<file path="src/sv/wcd_pkg.sv">
// Shared types, codes and sample conversion functions of the WAV container decoder.
`timescale 1ns / 1ps

package wcd_pkg;

  // Request opcodes.
  localparam logic [1:0] OP_LOAD  = 2'd0;
  localparam logic [1:0] OP_PARSE = 2'd1;
  localparam logic [1:0] OP_READ  = 2'd2;
  localparam logic [1:0] OP_CLEAR = 2'd3;

  // Status codes. A parse checks them in the listed order, but ST_OVERFLOW first; ST_RANGE comes from reads.
  localparam logic [3:0] ST_OK       = 4'd0;
  localparam logic [3:0] ST_SMALL    = 4'd1;
  localparam logic [3:0] ST_RIFF     = 4'd2;
  localparam logic [3:0] ST_WAVE     = 4'd3;
  localparam logic [3:0] ST_FMT      = 4'd4;
  localparam logic [3:0] ST_EXT      = 4'd5;
  localparam logic [3:0] ST_NOFMT    = 4'd6;
  localparam logic [3:0] ST_NODATA   = 4'd7;
  localparam logic [3:0] ST_TAG      = 4'd8;
  localparam logic [3:0] ST_CH       = 4'd9;
  localparam logic [3:0] ST_RATE     = 4'd10;
  localparam logic [3:0] ST_DEPTH0   = 4'd11;
  localparam logic [3:0] ST_FDEPTH   = 4'd12;
  localparam logic [3:0] ST_PDEPTH   = 4'd13;
  localparam logic [3:0] ST_RANGE    = 4'd14;
  localparam logic [3:0] ST_OVERFLOW = 4'd15;

  // Chunk identifiers as little-endian words.
  localparam logic [31:0] ID_RIFF = 32'h4646_4952;
  localparam logic [31:0] ID_WAVE = 32'h4556_4157;
  localparam logic [31:0] ID_FMT  = 32'h2074_6D66;
  localparam logic [31:0] ID_DATA = 32'h6174_6164;

  // Format tags.
  localparam logic [15:0] TAG_PCM   = 16'h0001;
  localparam logic [15:0] TAG_FLOAT = 16'h0003;
  localparam logic [15:0] TAG_EXT   = 16'hFFFE;

  // Widths of the offset walker, the divider and the sample sum.
  localparam int unsigned OW  = 34;
  localparam int unsigned DW  = 48;
  localparam int unsigned VW  = 32;
  localparam int unsigned FBW = 29;

  typedef enum logic [4:0] {
    S_IDLE, S_FETCH_RD, S_FETCH_WT,
    S_P_START, S_P_RIFF, S_P_WAVE, S_P_LOOP, S_P_CHUNK,
    S_P_FMT1, S_P_FMT2, S_P_FMT3, S_P_END, S_P_DIV, S_P_DWAIT,
    S_R_MUL, S_R_BASE, S_R_NEXT, S_R_CONV, S_R_ACC, S_R_DIV, S_R_DWAIT,
    S_DONE
  } state_e;

  // Integer PCM sample to signed Q0.31.
  function automatic logic [31:0] pcm_to_q31(logic [63:0] w, logic [15:0] bits);
    logic [31:0] r;
    case (bits)
      16'd8:   r = {~w[7], w[6:0], 24'h000000};
      16'd16:  r = {w[15:0], 16'h0000};
      16'd24:  r = {w[23:0], 8'h00};
      default: r = w[31:0];
    endcase
    return r;
  endfunction

  // IEEE float (32 or 64 bit) to signed Q0.31, truncated toward zero and saturated.
  function automatic logic [31:0] float_to_q31(logic [63:0] w, logic is64);
    logic [10:0]        e;
    logic               neg;
    logic               emax;
    logic               fnz;
    logic [52:0]        m;
    logic signed [12:0] k;
    logic [12:0]        nk;
    logic [63:0]        v;
    logic [31:0]        r;
    if (is64) begin
      e    = w[62:52];
      neg  = w[63];
      emax = (e == 11'h7FF);
      fnz  = (w[51:0] != 52'd0);
      m    = {(e != 11'd0), w[51:0]};
      k    = $signed({2'b00, ((e != 11'd0) ? e : 11'd1)}) - 13'sd1044;
    end else begin
      e    = {3'b000, w[30:23]};
      neg  = w[31];
      emax = (w[30:23] == 8'hFF);
      fnz  = (w[22:0] != 23'd0);
      m    = {29'd0, (e != 11'd0), w[22:0]};
      k    = $signed({2'b00, ((e != 11'd0) ? e : 11'd1)}) - 13'sd119;
    end
    nk = 13'(-k);
    if (k >= 13'sd11) begin
      v = 64'h1_0000_0000;
    end else if (k >= 13'sd0) begin
      v = {11'd0, m} << k[3:0];
    end else if (nk < 13'd64) begin
      v = {11'd0, m} >> nk[5:0];
    end else begin
      v = 64'd0;
    end
    if (emax) begin
      r = fnz ? 32'h0000_0000 : (neg ? 32'h8000_0000 : 32'h7FFF_FFFF);
    end else if (neg) begin
      r = (v >= 64'h8000_0000) ? 32'h8000_0000 : 32'(-v);
    end else begin
      r = (v > 64'h7FFF_FFFF) ? 32'h7FFF_FFFF : v[31:0];
    end
    return r;
  endfunction

endpackage

</file>
<file path="src/sv/wcd_div.sv">
// Shared radix-2 restoring divider of the WAV container decoder, one quotient bit a cycle.
`timescale 1ns / 1ps

module wcd_div (
  input  logic                      clk_i,
  input  logic                      rst_ni,
  input  logic                      start_i,
  input  logic [wcd_pkg::DW-1:0]    dividend_i,
  input  logic [wcd_pkg::VW-1:0]    divisor_i,
  output logic                      done_o,
  output logic [wcd_pkg::DW-1:0]    quotient_o
);

  localparam int unsigned CW = $clog2(wcd_pkg::DW + 1);

  logic                      busy_q, busy_d;
  logic                      done_q, done_d;
  logic [CW-1:0]             cnt_q, cnt_d;
  logic [wcd_pkg::VW-1:0]    rem_q, rem_d;
  logic [wcd_pkg::VW-1:0]    dvs_q, dvs_d;
  logic [wcd_pkg::DW-1:0]    quo_q, quo_d;
  logic [wcd_pkg::VW:0]      trial;
  logic                      fits;

  // One shift-and-subtract step per cycle.
  always_comb begin
    busy_d = busy_q;
    done_d = 1'b0;
    cnt_d  = cnt_q;
    rem_d  = rem_q;
    dvs_d  = dvs_q;
    quo_d  = quo_q;
    trial  = {rem_q, quo_q[wcd_pkg::DW-1]};
    fits   = (trial >= {1'b0, dvs_q});
    if (start_i) begin
      busy_d = 1'b1;
      cnt_d  = CW'(wcd_pkg::DW);
      rem_d  = '0;
      dvs_d  = divisor_i;
      quo_d  = dividend_i;
    end else if (busy_q) begin
      rem_d = fits ? wcd_pkg::VW'(trial - {1'b0, dvs_q}) : trial[wcd_pkg::VW-1:0];
      quo_d = {quo_q[wcd_pkg::DW-2:0], fits};
      cnt_d = cnt_q - CW'(1);
      if (cnt_q == CW'(1)) begin
        busy_d = 1'b0;
        done_d = 1'b1;
      end
    end
  end

  always_ff @(posedge clk_i or negedge rst_ni) begin
    if (!rst_ni) begin
      busy_q <= 1'b0;
      done_q <= 1'b0;
      cnt_q  <= '0;
    end else begin
      busy_q <= busy_d;
      done_q <= done_d;
      cnt_q  <= cnt_d;
    end
  end

  always_ff @(posedge clk_i) begin
    rem_q <= rem_d;
    dvs_q <= dvs_d;
    quo_q <= quo_d;
  end

  assign done_o     = done_q;
  assign quotient_o = quo_q;

endmodule

</file>
<file path="config.mk">
export PLATFORM = sky130hd
export DESIGN_NAME = wcd_div
export DESIGN_NICKNAME = d
export VERILOG_FILES = /design/src/sv/wcd_pkg.sv /design/src/sv/wcd_div.sv
export SDC_FILE = /design/constraint.sdc
export NUM_CORES = 1
export LEC_CHECK = 0
export BUFFER_PORTS_ARGS = -buffer_cell sky130_fd_sc_hd__buf_4
export CAP_MARGIN = 20
export CORE_ASPECT_RATIO = 0.5
export CORE_MARGIN = 8
export CORE_UTILIZATION = 55
export DETAILED_ROUTE_END_ITERATION = 8
export HOLD_SLACK_MARGIN = 0.02
export PLACE_DENSITY = 0.8
export REMOVE_ABC_BUFFERS = 1
export SYNTH_ARGS = -nofsm -noshare
export SYNTH_HDL_FRONTEND = slang
export SYNTH_SLANG_ARGS = --single-unit
</file>
<file path="constraint.sdc">
create_clock -name clk_i -period 3.47 [get_ports clk_i]
set_input_delay 0.347 -clock clk_i [delete_from_list [all_inputs] [get_ports clk_i]]
set_output_delay 0.347 -clock clk_i [all_outputs]
set_load 0.01 [all_outputs]
</file>
==> implementation parameters <==
Parameter                              Value

Logic synthesis
  Portion of synthesized cell area occupied by the leading cell type ... 36.6%
  Register bit count reported by yosys ... 120
  Synthesis warning total ... 0
  Synth Area per Inst ... 11.1 sq um
  Post-Synthesis Cells ... 591
  Main combinational cell family by area after synthesis ... compound AO/OA/AOI/OAI gates
  Dominant cell by count in the synthesized netlist ... edfxtp_1
  Top flip-flop cell by instance count after synthesis ... edfxtp_1
  Count of cell types in the netlist ... 57
  Synth area leader ... edfxtp_1
  Register area share after synthesis ... 49.4%
  Simple-gate area share of the yosys netlist ... 10.2%
  Top post-synthesis cells by area ... edfxtp_1 37%, dfxtp_1 9.8%, mux2_2 8.2%
  XOR/XNOR Fraction of Synth Area ... 4.14%
  Proportion of synthesized flip-flops having asynchronous set or reset ... 6.67%
  Adder and majority cell fraction of the synthesized area ... 6.79%
  Share of synthesized area spent on multiplexers ... 11.3%
  Synth cell count leaders ... 80 x edfxtp_1, 48 x mux2_2, 44 x nor2_1
  Compound-Gate Fraction of Synth Area ... 13.8%
  Combined area of all synthesized cells ... 6560 sq um
  EDFF count, synth ... 80

CTS
  Number of buffers between clock root and the deepest sink ... 2
  Number of buffers added by the clock tree synthesis step ... 17
  Clock input transition at the sequential cells of the worst setup and hold paths ... 0.06 ns
  Number of buffers inserted to repair setup after CTS ... 0
  Number of clock sinks ... 120
  Clk_lat worst skew ... 0.41 ns
  Buffer cell driving the clock tree root ... clkbuf_16
  Maximum level of the CTS H-tree ... 4
  Clock tree from TritonCTS ... yes

STA
  Setup tns final ... 0 ns
  Number of endpoints failing setup at the final stage ... 0
  Worst relative slew slack ... 51.9%
  Worst-Margin Slew ... 0.719 ns
  Worst-case clock skew ... 0.0114 ns
  Slew Viols, Final ... 0
  Count of endpoints failing hold in the final timing report ... 0
  Unrepaired setup endpoints after global routing ... no
  Tmin final ... 2.91 ns
  Portion of the clock cycle consumed by the worst path in the final layout ... 83.9%
  Min Hold Slack ... 0.112 ns
  Maximum frequency from static timing analysis ... 343 MHz

Global routing
  Number of antenna violations at the first check in global routing ... 0
  First-pass GRT wire length ... 25700 um
  Overall fraction of global-route tracks in use ... 20.1%
  Maximum number of pins on one net before global-route repair ... 59
  Final global-route overflow total ... 0
  Number of global-route vias before repair ... 5298

Power
  Pwr Total ... 3.91 mW
  Cell internal power dissipation ... 2.87 mW
  Seq pwr share ... 43.9%
  PD cells ... 473 nW/um^2
  Relative contribution of the clock network to total power ... 41.8%
  Net switching power ... 1.03 mW
  Leak ... 3.53 nW
  Fraction of power consumed by combinational cells ... 14.3%
  Worst vdd rail ir drop ... 245 uV
  Proportion of total power due to net switching ... 26.4%

Drt
  Number of nets still failing antenna checks after routing ... 0
  Number of optimization iterations in the first detailed-route pass ... 5
  Drc violations ... 0
  Routed Wire Length ... 15900 um
  Vias per std cell ... 5.64
  Vias ... 5112
  Wire length per cell after detailed routing ... 17.5 um
  Initial drt markers ... 325

Critical path
  List of cells traversed by the critical path ... inv_1 > ha_1 > o211ai_1 > a21o_1 > a211oi_2 > o211ai_2 > a31oi_4 > a41o_1 > buf_4 > mux2i_1 > a211oi_1
  Endpoint class of the critical path ... flop
  Endpoint of the lowest-slack register-to-register path ... rem_q[2]
  Slowest-stage cell, CP ... ha_1
  Worst reg2reg startpoint ... dvs_q[2]
  Worst Setup SP ... dvs_q[2]
  Worst Path Required ... 3.72 ns
  Arrival time reported for the critical path endpoint ... 3.16 ns
  Critical path's top delay family ... compound AO/OA/AOI/OAI gates
  Largest stage delay on the critical path ... 0.38 ns
  Minimum setup slack among reg-to-reg paths ... 0.56 ns
  Maximum fanout along the worst path ... 16
  Worst setup path class ... flop to flop
  Count of buffering cells on the critical path with inverters included ... 2
  Type of origin of the critical path ... flop
  Depth of the worst register-to-register path ... 11

Placement
  Count of port buffers added during placement ... 131
  Routability congestion estimate from global placement ... 0.846
  Placed Instance Area ... 7710 sq um
  Post-DP HPWL ... 11600 um

Finish
  Final design area excluding fillers ... 8260 sq um
  Nets@finish ... 846
  Sequential Area ... 3240 sq um
  Proportion of layout cells with a drive suffix above 1 ... 30.5%
  ANT cells ... 0
  Multi-input logic area ... 3040 sq um
  Area Overhead vs Synth ... 26.0%
  Filler instances ... 859

Hold path
  Worst Hold Path EP ... dvs_q[15]
  Worst Hold Path Cells ... 1
  Type of the worst min-delay path ... input pin to flop
  Min-delay src ... divisor_i[15]

Flow run
  Number of maximum-capacitance violations ... 0

Die
  Io pins ... 132
  Starting density of the core ... 55.9%
  Vert. Die Dim ... 93.2 um
  Number of standard-cell rows in the floorplan ... 28
  Die ar. ... 15900 sq um
  Die W ... 170 um
  Standard cell core area ... 11700 sq um

Status
  Run status ... finished, final reports clean
==> timing repair <==
item | CTS | global route
endpoints found under the hold margin | 8 | 0
hold buffers | 1 | 0
gates resized for setup | 0 | 0
==> logic make-up (layout without fill, tap and decap cells) <==
family | after synthesis | after routing
and+or+nand+nor | 139 | 139
DFF | 120 | 120
buffers and inverters | 65 | 215
xor gates and xnor gates | 31 | 31
adders and majority gates | 35 | 35
muxes | 68 | 68
AOI/OAI and AO/OA | 133 | 133
==> worst register-to-register path, delay by kind of cell, from the launching register on <==
family                   cells  cell delay [ns]
buffers and inverters        2             0.32
adder cells (fa/ha/maj)      1             0.38
AO/OA/AOI/OAI                7             1.47
multiplexers                 1             0.25
flip-flops                   1             0.33
==> cells in the final DEF, fill, tap and decap left out, types with 19 or more instances in the layout <==
cell	n
a211oi_1	19
a21oi_1	33
buf_4	139
dfxtp_1	32
edfxtp_1	80
ha_1	34
inv_1	41
mux2_2	48
mux2i_1	20
nand2_1	33
nor2_1	44
o21ai_0	23
==> worst max-delay path by stage <==
stage,to,slack (ns),depth (start not counted)
after floorplan,rem_q[24],0.39,10
after global placement,rem_q[12],0.65,11
after detailed placement,rem_q[3],0.63,11
after CTS,rem_q[2],0.59,11
after global routing,rem_q[31],0.37,11
final,rem_q[2],0.56,11
==> power groups by stage <==
stage	Clock [mW]	Sequential (mW)	Combinational [mW]
2_1_floorplan	0	1.76	0.269
3_5_place_dp	0	1.74	0.558
3_3_place_gp	0	1.74	0.544
4_1_cts	1.66	1.71	0.562
5_1_grt	1.72	1.73	0.613
6_report	1.63	1.71	0.560
==> layout make-up <==
class / count / area share, %
clock buffers: 18 / 5.19
clock inverters: 14 / 1.41
inverters: 42 / 1.91
multi-input cells: 406 / 36.8
flip-flops and latches: 120 / 39.2
well taps: 165 / 2.50
repair buffers: 141 / 13.0
==> state kept, by name, indices dropped and copies added, names as in the netlist <==
signal / cells
rem_q: 32
quotient_o: 48
done_o: 1
dvs_q: 32
cnt_q: 6
busy_q: 1
==> per-layer routing <==
| layer | track usage, % | vias to the layer above | routed length (um) |
|---|---|---|---|
| met1 | 23.4 | 2463 | 6590 |
| met4 | 5.29 | 0 | 153 |
| li1 | - | 2468 | - |
| met3 | 8.66 | 17 | 1520 |
| met5 | 0 | - | 0 |
| met2 | 33.9 | 164 | 7590 |
==> per-stage QoR <==
stage	setup WS (ns)	util [%]	cells
after CTS	0.585	70.4	906
after global routing	0.371	70.4	906
after detailed placement	0.633	65.7	873
after floorplan	0.387	-	568
final	0.559	70.4	906
after global placement	0.651	65.7	873
(Power assumes the default switching activity.)
